`config.mk`:
```
export PLATFORM = sky130hd
export DESIGN_NAME = buffered_serial_byte_queues_core
export DESIGN_NICKNAME = d
export VERILOG_FILES = /design/src/rtl/core/bsbq_pkg.sv /design/src/rtl/core/bsbq_ctrl.sv /design/src/rtl/core/bsbq_dp.sv /design/src/rtl/core/buffered_serial_byte_queues_core.sv
export SDC_FILE = /design/constraint.sdc
export NUM_CORES = 1
export LEC_CHECK = 0
export ABC_AREA = 1
export BUFFER_PORTS_ARGS = -buffer_cell sky130_fd_sc_hd__buf_4
export CORE_AREA = 2 2 154 156
export CTS_BUF_LIST = sky130_fd_sc_hd__clkbuf_4 sky130_fd_sc_hd__clkbuf_8
export DETAILED_ROUTE_END_ITERATION = 8
export DIE_AREA = 0 0 156 158
export PLACE_DENSITY = 0.83
export SLEW_MARGIN = 20
export SYNTH_ARGS = -nofsm -noshare
export SYNTH_HDL_FRONTEND = slang
export SYNTH_HIERARCHICAL = 1
export SYNTH_SLANG_ARGS = --single-unit
```
`constraint.sdc`:
```
create_clock -name i_clk -period 3 [get_ports i_clk]
set_input_delay 0.9 -clock i_clk [delete_from_list [all_inputs] [get_ports i_clk]]
set_output_delay 0.9 -clock i_clk [all_outputs]
set_load 0.005 [all_outputs]
```
`src/rtl/core/bsbq_pkg.sv`:
```
`timescale 1ns / 1ps
// Shared types, constants and helpers for the buffered serial byte queues.
// No dependencies; imported by every module of the block.
package bsbq_pkg;

    localparam int RX_DEPTH = 16;
    localparam int TX_DEPTH = 16;
    localparam int RX_IW    = $clog2(RX_DEPTH);
    localparam int TX_IW    = $clog2(TX_DEPTH);
    localparam int LVL_W    = 4;
    localparam int CNT_W    = 13;

    typedef enum logic [1:0] {
        CMD_RX_BYTE    = 2'd0,
        CMD_HOST_READ  = 2'd1,
        CMD_HOST_WRITE = 2'd2,
        CMD_TX_DONE    = 2'd3
    } t_cmd;

    typedef struct packed {
        t_cmd       cmd;
        logic [7:0] data_in;
    } t_in;

    typedef struct packed {
        logic [7:0]       read_byte;
        logic             read_valid;
        logic [7:0]       line_byte;
        logic             line_send;
        logic             rx_dropped;
        logic             write_accepted;
        logic [LVL_W-1:0] rx_level;
        logic [LVL_W-1:0] tx_level;
    } t_out;

    typedef struct packed {
        logic load;
        logic exec;
    } t_dp_ctrl;

    // Ring occupancy from write/read indices, wrapped to the level width.
    function automatic logic [LVL_W-1:0] ring_level(
        input logic [CNT_W-1:0] wr,
        input logic [CNT_W-1:0] rd,
        input logic [CNT_W-1:0] depth
    );
        logic [CNT_W-1:0] cnt;
        cnt = (wr >= rd) ? (wr - rd) : (wr + depth - rd);
        return cnt[LVL_W-1:0];
    endfunction

endpackage

```
`src/rtl/core/bsbq_ctrl.sv`:
```
`timescale 1ns / 1ps
// Request sequencer: accept, execute, present result.
// Depends on bsbq_pkg.
module bsbq_ctrl (
    input  logic                i_clk,
    input  logic                i_rst_n,
    input  logic                i_in_valid,
    output logic                o_in_ready,
    output logic                o_out_valid,
    input  logic                i_out_ready,
    output bsbq_pkg::t_dp_ctrl  o_dp_ctrl
);
    import bsbq_pkg::*;

    typedef enum logic [1:0] {
        ST_IDLE,
        ST_EXEC,
        ST_RESP
    } t_state;

    t_state r_state;
    logic   r_in_ready;
    logic   r_out_valid;

    always_ff @(posedge i_clk) begin
        if (!i_rst_n) begin
            r_state     <= ST_IDLE;
            r_in_ready  <= 1'b1;
            r_out_valid <= 1'b0;
        end else begin
            case (r_state)
                ST_IDLE: begin
                    if (i_in_valid) begin
                        r_state    <= ST_EXEC;
                        r_in_ready <= 1'b0;
                    end
                end
                ST_EXEC: begin
                    r_state     <= ST_RESP;
                    r_out_valid <= 1'b1;
                end
                ST_RESP: begin
                    if (i_out_ready) begin
                        r_state     <= ST_IDLE;
                        r_out_valid <= 1'b0;
                        r_in_ready  <= 1'b1;
                    end
                end
                default: begin
                    r_state     <= ST_IDLE;
                    r_in_ready  <= 1'b1;
                    r_out_valid <= 1'b0;
                end
            endcase
        end
    end

    assign o_in_ready     = r_in_ready;
    assign o_out_valid    = r_out_valid;
    assign o_dp_ctrl.load = i_in_valid & r_in_ready;
    assign o_dp_ctrl.exec = (r_state == ST_EXEC);

endmodule

```
`src/rtl/core/bsbq_dp.sv`:
```
`timescale 1ns / 1ps
// Ring stores, ring indices, line-busy flag and result register.
// Depends on bsbq_pkg.
module bsbq_dp (
    input  logic                i_clk,
    input  logic                i_rst_n,
    input  bsbq_pkg::t_dp_ctrl  i_dp_ctrl,
    input  bsbq_pkg::t_in       i_in,
    output bsbq_pkg::t_out      o_out
);
    import bsbq_pkg::*;

    logic [7:0]       rx_mem [RX_DEPTH];
    logic [7:0]       tx_mem [TX_DEPTH];

    t_in              r_req;
    t_out             r_out;
    logic [RX_IW-1:0] r_rx_wr, r_rx_rd, n_rx_wr, n_rx_rd;
    logic [TX_IW-1:0] r_tx_wr, r_tx_rd, n_tx_wr, n_tx_rd;
    logic             r_line_busy, n_line_busy;

    logic [RX_IW-1:0] rx_wr_inc, rx_rd_inc;
    logic [TX_IW-1:0] tx_wr_inc, tx_rd_inc;
    logic             rx_full, rx_empty, tx_full, tx_empty;
    logic             push_rx, pop_rx, push_tx, pop_tx, dropped, accepted;

    assign rx_wr_inc = (r_rx_wr == RX_IW'(RX_DEPTH - 1)) ? '0 : r_rx_wr + 1'b1;
    assign rx_rd_inc = (r_rx_rd == RX_IW'(RX_DEPTH - 1)) ? '0 : r_rx_rd + 1'b1;
    assign tx_wr_inc = (r_tx_wr == TX_IW'(TX_DEPTH - 1)) ? '0 : r_tx_wr + 1'b1;
    assign tx_rd_inc = (r_tx_rd == TX_IW'(TX_DEPTH - 1)) ? '0 : r_tx_rd + 1'b1;

    assign rx_full  = (rx_wr_inc == r_rx_rd);
    assign rx_empty = (r_rx_wr == r_rx_rd);
    assign tx_full  = (tx_wr_inc == r_tx_rd);
    assign tx_empty = (r_tx_wr == r_tx_rd);

    always_comb begin
        push_rx     = 1'b0;
        pop_rx      = 1'b0;
        push_tx     = 1'b0;
        pop_tx      = 1'b0;
        dropped     = 1'b0;
        accepted    = 1'b0;
        n_line_busy = r_line_busy;
        case (r_req.cmd)
            CMD_RX_BYTE: begin
                push_rx = ~rx_full;
                dropped = rx_full;
            end
            CMD_HOST_READ: begin
                pop_rx = ~rx_empty;
            end
            CMD_HOST_WRITE: begin
                push_tx  = ~tx_full;
                accepted = ~tx_full;
                pop_tx   = ~tx_full & ~r_line_busy;
                if (pop_tx) begin
                    n_line_busy = 1'b1;
                end
            end
            CMD_TX_DONE: begin
                pop_tx      = ~tx_empty;
                n_line_busy = ~tx_empty;
            end
            default: begin
                n_line_busy = r_line_busy;
            end
        endcase
        n_rx_wr = push_rx ? rx_wr_inc : r_rx_wr;
        n_rx_rd = pop_rx  ? rx_rd_inc : r_rx_rd;
        n_tx_wr = push_tx ? tx_wr_inc : r_tx_wr;
        n_tx_rd = pop_tx  ? tx_rd_inc : r_tx_rd;
    end

    // control state
    always_ff @(posedge i_clk) begin
        if (!i_rst_n) begin
            r_rx_wr     <= '0;
            r_rx_rd     <= '0;
            r_tx_wr     <= '0;
            r_tx_rd     <= '0;
            r_line_busy <= 1'b0;
        end else if (i_dp_ctrl.exec) begin
            r_rx_wr     <= n_rx_wr;
            r_rx_rd     <= n_rx_rd;
            r_tx_wr     <= n_tx_wr;
            r_tx_rd     <= n_tx_rd;
            r_line_busy <= n_line_busy;
        end
    end

    // request capture
    always_ff @(posedge i_clk) begin
        if (i_dp_ctrl.load) begin
            r_req <= i_in;
        end
    end

    // stores and registered result; pop on an empty ring bypasses the write
    always_ff @(posedge i_clk) begin
        if (i_dp_ctrl.exec) begin
            if (push_rx) begin
                rx_mem[r_rx_wr] <= r_req.data_in;
            end
            if (push_tx) begin
                tx_mem[r_tx_wr] <= r_req.data_in;
            end
            r_out.read_byte      <= pop_rx ? rx_mem[r_rx_rd] : 8'd0;
            r_out.read_valid     <= pop_rx;
            r_out.line_byte      <= pop_tx ? (tx_empty ? r_req.data_in : tx_mem[r_tx_rd])
                                           : 8'd0;
            r_out.line_send      <= pop_tx;
            r_out.rx_dropped     <= dropped;
            r_out.write_accepted <= accepted;
            r_out.rx_level       <= ring_level(CNT_W'(n_rx_wr), CNT_W'(n_rx_rd),
                                               CNT_W'(RX_DEPTH));
            r_out.tx_level       <= ring_level(CNT_W'(n_tx_wr), CNT_W'(n_tx_rd),
                                               CNT_W'(TX_DEPTH));
        end
    end

    assign o_out = r_out;

endmodule

```
`src/rtl/core/buffered_serial_byte_queues_core.sv`:
```
`timescale 1ns / 1ps
// Buffered serial byte queues: receive and transmit rings, one empty slot each.
// An accepted request is executed in the execute state; its result is registered
// there and offered from the response state. The sequencer holds one
// request from acceptance until its result is taken.
// Reset (synchronous, active low) empties both rings and idles the line.
module buffered_serial_byte_queues_core (
    input  logic            i_clk,
    input  logic            i_rst_n,
    input  logic            i_in_valid,
    output logic            o_in_ready,
    input  bsbq_pkg::t_in   i_in,
    output logic            o_out_valid,
    input  logic            i_out_ready,
    output bsbq_pkg::t_out  o_out
);
    import bsbq_pkg::*;

    // load: request captured; exec: rings updated and result registered
    t_dp_ctrl dp_ctrl;

    // Sequencer: idle -> execute -> hold result until taken.
    bsbq_ctrl u_ctrl (
        .i_clk       (i_clk),
        .i_rst_n     (i_rst_n),
        .i_in_valid  (i_in_valid),
        .o_in_ready  (o_in_ready),
        .o_out_valid (o_out_valid),
        .i_out_ready (i_out_ready),
        .o_dp_ctrl   (dp_ctrl)
    );

    // Datapath: both rings, the line-busy flag and the result register.
    // A host write to an idle line is queued and popped in the same step.
    bsbq_dp u_dp (
        .i_clk     (i_clk),
        .i_rst_n   (i_rst_n),
        .i_dp_ctrl (dp_ctrl),
        .i_in      (i_in),
        .o_out     (o_out)
    );

    // Only one request in flight: never ready while a result is on offer.
    a_one_in_flight: assert property (@(posedge i_clk) disable iff (!i_rst_n)
        !(o_in_ready && o_out_valid))
        else $error("accepting while a result is pending");

    // An accepted request yields its result once the execute state has passed.
    a_latency: assert property (@(posedge i_clk) disable iff (!i_rst_n)
        (i_in_valid && o_in_ready) |=> ##1 o_out_valid)
        else $error("result did not appear after request");

    // A dropped byte means the receive ring stays full.
    a_drop_full: assert property (@(posedge i_clk) disable iff (!i_rst_n)
        (o_out_valid && o_out.rx_dropped) |-> (o_out.rx_level == LVL_W'(RX_DEPTH - 1)))
        else $error("byte dropped with room in receive ring");

    // A read result and a line send cannot come from the same request.
    a_excl: assert property (@(posedge i_clk) disable iff (!i_rst_n)
        o_out_valid |-> !(o_out.read_valid && o_out.line_send))
        else $error("read and send in one result");

endmodule

```
Yosys cells after proc, flatten, opt, wreduce, memory -nomap -nowiden

Memory sizes are Yosys's and may differ from the RTL's. A register that Yosys moved wholly into a read port is not among the register bits.
Index checks and enable logic that the tools add are counted.

Memories: 2
Output and inout bits: 30
Flip-flop bits (word level): 43
RAM bits: 256
Input bits: 14

Muxes and demuxes: 30
Order comparisons: 2
Eq/ne operators: 16
Add/sub/neg operators: 10
Reduce and logical (&&, ||, !) cells: 9
Bitwise logic cells: 9

Memories:

| memory      | depth | width | read ports | clocked after Yosys merged registers in | write ports | RTL line      | RTL |
|---|---|---|---|---|---|---|---|
| u_dp.rx_mem | 16    | 8     | 1          | 1                                       | 1           | bsbq_dp.sv:13 | `logic [7:0] rx_mem [RX_DEPTH];` |
| u_dp.tx_mem | 16    | 8     | 1          | 1                                       | 1           | bsbq_dp.sv:14 | `logic [7:0] tx_mem [TX_DEPTH];` |

Operators with widths:

| kind                                                             | number |
|---|---|
| 4-bit 2-to-1 mux                                                 | 10 |
| 4-bit by 1-bit adder with 4-bit output (second input constant)   | 6 |
| 4-bit == test                                                    | 4 |
| 4-bit == test (second input constant)                            | 4 |
| 4-bit subtractor                                                 | 4 |
| 1-bit 2-to-1 mux                                                 | 13 |
| 4-bit greater-or-equal comparator                                | 2 |
| 1-bit NOT                                                        | 7 |
| 2-bit == test (second input constant)                            | 3 |
| 1-bit case mux with 3 select lines                               | 2 |
| 2-bit case mux with 3 select lines                               | 1 |
| 3-bit AND reduction                                              | 2 |
| 2-bit by 1-bit == test with 1-bit output (second input constant) | 2 |
| 2-bit logical NOT                                                | 2 |
| 2-bit 2-to-1 mux                                                 | 2 |
| 2-bit != test (second input constant)                            | 2 |
| 1-bit case mux with 2 select lines                               | 2 |
| 2-bit AND reduction                                              | 2 |
| 1-bit bitwise AND                                                | 2 |
| 1-bit logical NOT                                                | 2 |
| 2-bit by 1-bit != test with 1-bit output (second input constant) | 1 |
| 2-bit nonzero test                                               | 1 |

Longest topological paths before layout

Gate-level depths: netlist (run 1).

Depth in word-level cells: 9
Mapped depth: 22
Depth with buffers taken out: 22

Modules after synthesis

Netlist (run 1), hierarchy kept.

Modules (own cells, without submodules):

| module    | times used | area an instance (um2) | cells each |
|---|---|---|---|
| bsbq_dp   | 1          | 12997.5                | 1084 |
| bsbq_ctrl | 1          | 166.4                  | 25 |

Worst setup path before layout (run 1)

OpenSTA, ideal clock, no wires.

Kind: register -> register
Start point: register u_dp.r_tx_wr[0]
End point: register u_dp.r_out, in the netlist u_dp/o_out[3], data pin
Slack: 126 ps
Buffers on the path: 1
Required time: 2747 ps
Data arrival time: 2620 ps
Library setup time: 253 ps
Stages on the path, launching flop included: 20
Period minus slack after synthesis: 2874 ps
Path through: dfxtp_1 > inv_1 > ha_1 > xnor2_1 > nand3_1 > nor2_2 > nand2_4 > nand3_2 > nand2_2 > buf_4 > nand2_1 > and2_1 > ha_1 > nand2_1 > nor2_1 > a211oi_1 > nand3b_1 > nand2_1 > nand2_1 > nand2_1

Longest elaborated chain between the ends: 9
Elaborated cells on any way between the ends: 17

Ends and longest elaborated chain:

| what                                                                    | RTL line       | RTL |
|---|---|---|
| start, declared                                                         | bsbq_dp.sv:19  | `logic [TX_IW-1:0] r_tx_wr, r_tx_rd, n_tx_wr, n_tx_rd;` |
| start signal, assigned                                                  | bsbq_dp.sv:86  | `r_tx_wr <= n_tx_wr;` |
| 4-bit by 1-bit adder with 4-bit output or 4-bit == test (tied branches) | bsbq_dp.sv:29  | `assign tx_wr_inc = (r_tx_wr == TX_IW'(TX_DEPTH - 1)) ? '0 : r_tx_wr + 1'b1;` |
| 4-bit 2-to-1 mux                                                        | bsbq_dp.sv:29  |  |
| 4-bit == test                                                           | bsbq_dp.sv:34  | `assign tx_full = (tx_wr_inc == r_tx_rd);` |
| 1-bit NOT                                                               | bsbq_dp.sv:56  | `pop_tx = ~tx_full & ~r_line_busy;` |
| 1-bit bitwise AND                                                       | bsbq_dp.sv:56  |  |
| 1-bit case mux with 2 select lines *                                    | bsbq_dp.sv:45  | `case (r_req.cmd)` |
| via u_dp.pop_tx                                                         | bsbq_dp.sv:25  | `logic push_rx, pop_rx, push_tx, pop_tx, dropped, accepted;` |
| 4-bit 2-to-1 mux *                                                      | bsbq_dp.sv:72  | `n_tx_rd = pop_tx ? tx_rd_inc : r_tx_rd;` |
| 4-bit subtractor or 4-bit greater-or-equal comparator (tied branches)   | bsbq_pkg.sv:48 | `cnt = (wr >= rd) ? (wr - rd) : (wr + depth - rd);` |
| 4-bit 2-to-1 mux *                                                      | bsbq_pkg.sv:48 |  |
| end, declared                                                           | bsbq_dp.sv:17  | `t_out r_out;` |

The timed path passes the listed nets; every way through them passes the cells marked *.
A chain may end at the register's enable or synchronous reset.

Worst setup path in the final report (run 1)

Start point: register u_dp.r_tx_wr[0]
End point: register u_dp.r_out, in the netlist u_dp/o_out[3], data pin

Longest elaborated chain between the ends: 9
Elaborated cells on any way between the ends: 17

Ends and longest elaborated chain:

| what                                                                       | RTL line |
|---|---|
| 4-bit by 1-bit adder with 4-bit output or 4-bit == test (tied branches)    | bsbq_dp.sv:29 |
| 4-bit 2-to-1 mux                                                           | bsbq_dp.sv:29 |
| 4-bit == test                                                              | bsbq_dp.sv:34 |
| 1-bit NOT                                                                  | bsbq_dp.sv:54, bsbq_dp.sv:56 |
| 1-bit 2-to-1 mux or 1-bit bitwise AND (tied branches)                      | -- |
| 4-bit 2-to-1 mux or 1-bit case mux with 2 select lines (tied branches)     | bsbq_dp.sv:71, bsbq_dp.sv:45 |
| 4-bit by 1-bit adder with 4-bit output or 4-bit 2-to-1 mux (tied branches) | bsbq_pkg.sv:48, bsbq_dp.sv:72 |
| 4-bit subtractor or 4-bit greater-or-equal comparator (tied branches)      | bsbq_pkg.sv:48 |
| 4-bit 2-to-1 mux *                                                         | bsbq_pkg.sv:48 |

Mark *: on every way between the ends. The rest lies on a longest branch, timed or not.

==> flow_summary.json, run 1 <==
{
  "worst_pin_slew_ns": 1.13,
  "port_buffers": 43,
  "whs_endpoint": "u_ctrl/o_in_ready",
  "grt_use_met2_pct": 43.6,
  "period_needed_ns": 2.80,
  "required_ns": 3.31,
  "p_leak_nw": 5.58,
  "path_cells": "inv_2 -> ha_4 -> xnor2_1 -> nand3_1 -> nor2_2 -> nand2_4 -> nand3_4 -> nand3_1 -> and2_4 -> ha_1 -> nand2_1 -> nor2_2 -> a211oi_2 -> nand3b_1 -> nand2_1 -> nand2_1 -> nand2_1",
  "insertion_delay_ns": 0.56,
  "crit_path_max_incr_delay_ns": 0.38,
  "grt_max_degree": 68,
  "rr_worst_depth": 17,
  "seq_area_frac_synth_pct": 70.3,
  "finClkSkew_ns": 0.0223,
  "min_period_over_period_pct": 93.4,
  "clock_path_buffers": 3,
  "vias_per_cell": 5.99,
  "final_cells": 1545,
  "cp-end-kind": "flip-flop",
  "antenna_left": 0,
  "grt_pass1_vias": 9027,
  "ioPinCount": 44,
  "syn_inst": 1109,
  "r2r_setup_slack_ns": 0.20,
  "critical-path-top-delay-family": "simple AND/OR/NAND/NOR gates",
  "min_path_type": "flip-flop to flip-flop",
  "drive_gt1_share_pct": 17.9,
  "vias": 9249,
  "drt_first_pass_iters": 5,
  "setup_ws_ns": 0.199,
  "insertedDiodeCount": 0,
  "drc": 0,
  "worstSetupPathType": "flip-flop to flip-flop",
  "synth_area_um2": 13200,
  "outcome": "completed",
  "antenna_found_initial": 0,
  "cts_tree": "built",
  "start_util_pct": 57.1,
  "grt_pass1_wl_um": 47300,
  "globalRouteMet1Util_pct": 30.6,
  "cap_violations": 0,
  "syn_area_per_cell_um2": 11.9,
  "grt-ovfl-total": 0,
  "crit_slowest_cell": "dfxtp_2",
  "dieArea_um2": 24600,
  "ir_worst_vdd_uv": 414,
  "crit_path_frequent_cell": "nand2_1",
  "slew_headroom_pct": 25.0,
  "drt-total-wl_um": 31300,
  "ys_warn_count": 6,
  "slew_violations": 0,
  "met3_usage_pct": 4.54,
  "final_cell_mix": "294 x edfxtp_1, 162 x nand2_1, 150 x nor2_1",
  "final_common_cell": "edfxtp_1",
  "reg2reg_from": "u_dp/r_tx_wr[0]",
  "post-place-ws_ns": 0.0726,
  "groute.usage.overall_pct": 25.2,
  "ys_ff_latch": 315,
  "gp_congestion": 0.929,
  "cp_data_arrival_time_ns": 3.11,
  "dp.cells": 1454,
  "rows": 56,
  "wl_per_cell_um": 20.3,
  "area_growth_pct": 15.1,
  "r2r_end": "u_dp/o_out[3]",
  "coreArea_um2": 23100,
  "yosys-top-cells-area": "edfxtp_1 67%, nand2_1 4.6%, o21ai_0 4.6%, nor2_1 4.3%, dfxtp_1 3.2%",
  "crit_fanout": 6,
  "final_nets": 1247,
  "p_per_area_nw_per_um2": 615,
  "die_h_um": 158,
  "busiest_layer": "met2",
  "cts.htree.levels": 2,
  "first_iter_violations": 1086,
  "min_path_cells": 2,
  "finalPower_mw": 9.31,
  "setup_violations": 0,
  "synth_nets": 1141,
  "place_hpwl_um": 18900,
  "start_kind": "flip-flop",
  "ys_types": 36,
  "root_buffer": "clkbuf_8",
  "numCtsBuffers": 49,
  "netlist.area_leader.share_pct": 67.1,
  "fill_cells": 1619,
  "die_w_um": 156,
  "final_hold_viol_count": 0,
  "worst-path-buf-inv": 1,
  "clk_pin_slew_ns": 0.06,
  "synth_area_leader_cell": "edfxtp_1",
  "holdCritStartpoint": "u_ctrl/o_in_ready",
  "fmax_mhz": 357,
  "clock-sinks": 315
}
[how the worst max path moves through the flow]
stage	startpoint	end	cells past startpoint
finish	u_dp/r_tx_wr[0]	u_dp/o_out[3]	17
CTS	u_dp/r_tx_wr[0]	u_dp/o_out[3]	17
floorplan	u_dp/r_tx_wr[0]	u_dp/o_out[3]	19
global route	u_dp/r_tx_wr[0]	u_dp/o_out[2]	17
detailed placement	u_dp/r_rx_wr[0]	u_dp/o_out[7]	17
global placement	u_dp/r_rx_wr[0]	u_dp/o_out[7]	16
[tightest hold or removal path, delay by kind of cell, from the launching register on]
| kind | cells | cell delay [ns] |
|---|---|---|
| DFF | 1 | 0.33 |
| and+or+nand+nor | 2 | 0.11 |
[registers in the layout (all words and copies together), names as in the netlist]
name	cells
u_dp/r_tx_rd	4
u_dp/rx_mem	128
u_ctrl/o_out_valid	1
u_dp/tx_mem	128
u_ctrl/r_state	2
u_ctrl/o_in_ready	1
u_dp/r_rx_wr	4
u_dp/r_req	10
u_dp/r_rx_rd	4
u_dp/r_tx_wr	4
u_dp/r_line_busy	1
u_dp/o_out	28
[kinds of logic (layout without fill, tap and decap cells)]
kind of cell | Yosys count | in the layout | share of synthesized area, %
fa+ha+maj | 18 | 18 | 1.82
xor+xnor | 13 | 13 | 0.865
simple gates | 396 | 396 | 12.6
buf+inv | 117 | 263 | 3.58
compound gates | 250 | 250 | 10.9
flops | 315 | 315 | 70.3
[cells in the mapped netlist]
cell	count
nor2_2	2
a21oi_1	40
nor2_1	151
nand2_4	3
o22ai_1	41
buf_4	1
o21a_1	1
edfxtp_1	294
o221ai_1	23
nand2_2	3
nand4_1	4
clkinv_1	1
ha_1	16
dfxtp_1	21
buf_2	11
clkbuf_1	37
nor2_8	1
o211ai_1	8
inv_1	57
nand3_1	56
nand2_1	163
nand3_2	2
xnor2_1	8
buf_6	2
xor2_1	5
o21ai_0	121
and2_1	1
o21bai_1	7
nand3b_1	4
a211oi_1	1
fa_1	2
inv_2	5
nor3_1	6
buf_1	3
a31oi_1	2
o21ai_1	6
[layout make-up]
cell class	count	area [um2]	share of cell area, %
multi-input cells	677	3530	23.3
clock buffers	70	845	5.58
well taps	290	363	2.40
repair buffers	109	818	5.40
flip-flops and latches	315	9260	61.1
clock inverters	21	96.3	0.636
inverters	63	236	1.56
[stage by stage]
step                      instance area [um2]  hold slack, ns  util, %  setup TNS (ns)
after floorplan                         13200           0.454        -               0
after global placement                  14100           0.459     61.2               0
after detailed placement                14100           0.456     61.2               0
after CTS                               15100           0.469     65.3               0
after global routing                    15100           0.506     65.7         -0.0161
final                                   15100           0.476     65.7               0
[routing by layer]
| layer | wire length [um] | share of wire [%] |
|---|---|---|
| met5 | 0 | 0 |
| met4 | 1360 | 4.4 |
| met3 | 2680 | 8.5 |
| met2 | 15700 | 50 |
| met1 | 11500 | 37 |
[repair_timing]
item                                   CTS  global route
endpoints found under the hold margin    0             0
buffers inserted                         0             0
hold buffers                             0             0
resized for setup                        0            21
setup endpoints to repair                0             3
[report_power, final]
part / internal, mW / switching [mW] / total (mW)
Sequential: 4.89 / 0.0554 / 4.95
Combinational: 0.315 / 0.621 / 0.936
Clock: 1.82 / 1.60 / 3.42
Total: 7.03 / 2.28 / 9.31
No activity file was read; power rests on OpenSTA's default activity.
==> run 2: changes to the inputs <==
--- a/config.mk
+++ b/config.mk
@@ -6,11 +6,11 @@
 export NUM_CORES = 1
 export LEC_CHECK = 0
 export ABC_AREA = 1
-export BUFFER_PORTS_ARGS = -buffer_cell sky130_fd_sc_hd__buf_4
-export CORE_AREA = 2 2 154 156
+export BUFFER_PORTS_ARGS = -buffer_cell sky130_fd_sc_hd__buf_2
+export CORE_AREA = 2 2 172 140
 export CTS_BUF_LIST = sky130_fd_sc_hd__clkbuf_4 sky130_fd_sc_hd__clkbuf_8
 export DETAILED_ROUTE_END_ITERATION = 8
-export DIE_AREA = 0 0 156 158
+export DIE_AREA = 0 0 174 142
 export PLACE_DENSITY = 0.83
 export SLEW_MARGIN = 20
 export SYNTH_ARGS = -nofsm -noshare
==> run 2 against run 1 <==
  * Power fell by 0.81%
  * Setup slack worse by 0.034 ns
  * Cell count rose by 0.84%
  * Die area increased by 0.24%
  * Non-clock buffer count is 1 lower
  * Largest cell class unchanged
  * Fmax shrank 1.2%
  * Sequential power about the same
  * Critical endpoint unchanged
  * Largest power group unchanged
  * Utilization fell by 0.57 points
  * Via count is 0.90% lower
  * Final area is 0.99% lower
  * Sequential share of layout area is 0.60 points higher
==> flow_summary.json, run 2 (synthesized netlist as in run 1, its figures left out) <==
{
  "outcome": "completed",
  "insertion_delay_ns": 0.57,
  "antenna_found_initial": 1,
  "drt-total-wl_um": 31300,
  "grt_max_degree": 68,
  "grt-ovfl-total": 0,
  "cap_violations": 0,
  "required_ns": 3.33,
  "final_common_cell": "edfxtp_1",
  "holdWs_ns": 0.495,
  "drt_first_pass_iters": 8,
  "ioPinCount": 44,
  "cp-end-kind": "flip-flop",
  "gp_congestion": 0.909,
  "fmax_mhz": 353,
  "root_buffer": "clkbuf_8",
  "cts_tree": "built",
  "fin_area_um2": 15000,
  "switching_power_mw": 2.26,
  "p_leak_nw": 5.49,
  "place_area_um2": 14000,
  "grt_pass1_vias": 9039,
  "final_hold_viol_count": 0,
  "setup_violations": 0,
  "antenna_left": 0,
  "cp_data_arrival_time_ns": 3.16,
  "groute.usage.overall_pct": 25.4,
  "cts.htree.levels": 2,
  "p_per_area_nw_per_um2": 616,
  "clock-sinks": 315,
  "area_growth_pct": 13.9,
  "vias_per_cell": 5.88,
  "worst_pin_slew_ns": 1.13,
  "die_w_um": 174,
  "first_iter_violations": 1300,
  "start_util_pct": 57.2,
  "numCtsBuffers": 46,
  "final_nets": 1243,
  "grt_pass1_wl_um": 48200,
  "drc": 0,
  "crit_fanout": 10,
  "p_int_mw": 6.98,
  "dieArea_um2": 24700,
  "die_h_um": 142,
  "final_cell_mix": "294 x edfxtp_1, 162 x nand2_1, 151 x nor2_1",
  "rows": 50,
  "drive_gt1_share_pct": 16.6,
  "finalPower_mw": 9.23,
  "min_path_type": "flip-flop to flip-flop",
  "ir_worst_vdd_uv": 459,
  "clk_pin_slew_ns": 0.07,
  "power_frac_seq_pct": 53.6,
  "finClkSkew_ns": 0.0234,
  "coreArea_um2": 23000,
  "clockPowerShare_pct": 36.6,
  "vias": 9166,
  "slew_violations": 0,
  "combPwrFrac_pct": 9.7,
  "start_kind": "flip-flop",
  "wl_per_cell_um": 20.1,
  "p_sw_share_pct": 24.4,
  "worstSetupPathType": "flip-flop to flip-flop",
  "port_buffers": 43,
  "clock_path_buffers": 3,
  "place_hpwl_um": 19000,
  "insertedDiodeCount": 0,
  "min_period_over_period_pct": 94.5,
  "post-route-util_pct": 65.1,
  "slew_headroom_pct": 24.6,
  "period_needed_ns": 2.83
}
==> run 2: changes by cell type in the layout (fill, tap and decap cells not counted), moves of 2 or more <==
cell,before,now
buf_2,0,43
buf_4,109,63
clkinv_1,10,15
ha_4,4,2
clkinv_2,11,2
clkbuf_4,19,14
==> run 2: worst paths after layout <==
check	from	to	slack (ns)	cells after the start
setup / recovery	u_dp/r_tx_wr[2]	u_dp/o_out[3]	0.17	18
hold / removal	u_ctrl/o_out_valid	u_ctrl/o_out_valid	0.50	2
setup reg to reg	u_dp/r_tx_wr[2]	u_dp/o_out[3]	0.17	18
hold reg to reg	u_ctrl/o_out_valid	u_ctrl/o_out_valid	0.50	2
==> run 2: power by group through the flow <==
stage | sequential, mW | clock, mW | combinational, mW
6_report | 4.95 | 3.38 | 0.898
2_1_floorplan | 5.05 | 0 | 0.557
3_3_place_gp | 5.05 | 0 | 0.824
5_1_grt | 4.96 | 3.58 | 0.990
3_5_place_dp | 5.05 | 0 | 0.856
4_1_cts | 4.96 | 3.40 | 0.861
==> run 2: timing repair <==
| action | 4_1_cts | 5_1_grt |
|---|---|---|
| buffers inserted | 0 | 0 |
| resized for setup | 1 | 15 |
| setup endpoints to repair | 1 | 4 |
| hold buffers | 0 | 0 |
| gates cloned | 0 | 0 |
| hold endpoints to repair | 0 | 0 |
==> run 2: layout make-up <==
| class | count | area [um2] |
|---|---|---|
| Tap cell | 312 | 390 |
| Sequential cell | 315 | 9260 |
| Multi-Input combinational cell | 677 | 3500 |
| Timing Repair Buffer | 108 | 714 |
| Clock inverter | 19 | 108 |
| Inverter | 63 | 236 |
| Clock buffer | 64 | 793 |
| Fill cell | 1716 | 8030 |
==> run 2: worst max-delay path, stage by stage, from the launching register on <==
cell and delay (ns):
dfxtp_1 0.58, nand3_2 0.15, nand2_1 0.15, nand2_1 0.07, nand2_1 0.08, nor2_2 0.05
nand2_4 0.09, nand3_2 0.13, nand2_2 0.13, nand2_1 0.09, and2_4 0.15, ha_1 0.26
nand2_1 0.07, nor2_1 0.04, a211oi_2 0.19, nand3b_1 0.18, nand2_1 0.08, nand2_1 0.06
nand2_1 0.05
==> run 2: per-layer routing <==
metal / vias up / GRT usage, % / routed length [um]
met5: - / 0 / 0
met4: 0 / 9.60 / 1040
met3: 94 / 4.06 / 2480
met2: 449 / 43.2 / 15500
met1: 4420 / 33.3 / 12300
li1: 4203 / - / -
==> run 2: through the flow <==
stage                     worst slack (ns)  instances  setup TNS [ns]
after global placement               0.160       1474               0
after floorplan                      0.126       1109               0
final                                0.166       1558               0
after CTS                         0.000857       1557               0
after detailed placement         -0.000661       1474       -0.000661
after global routing              -0.00229       1558        -0.00229
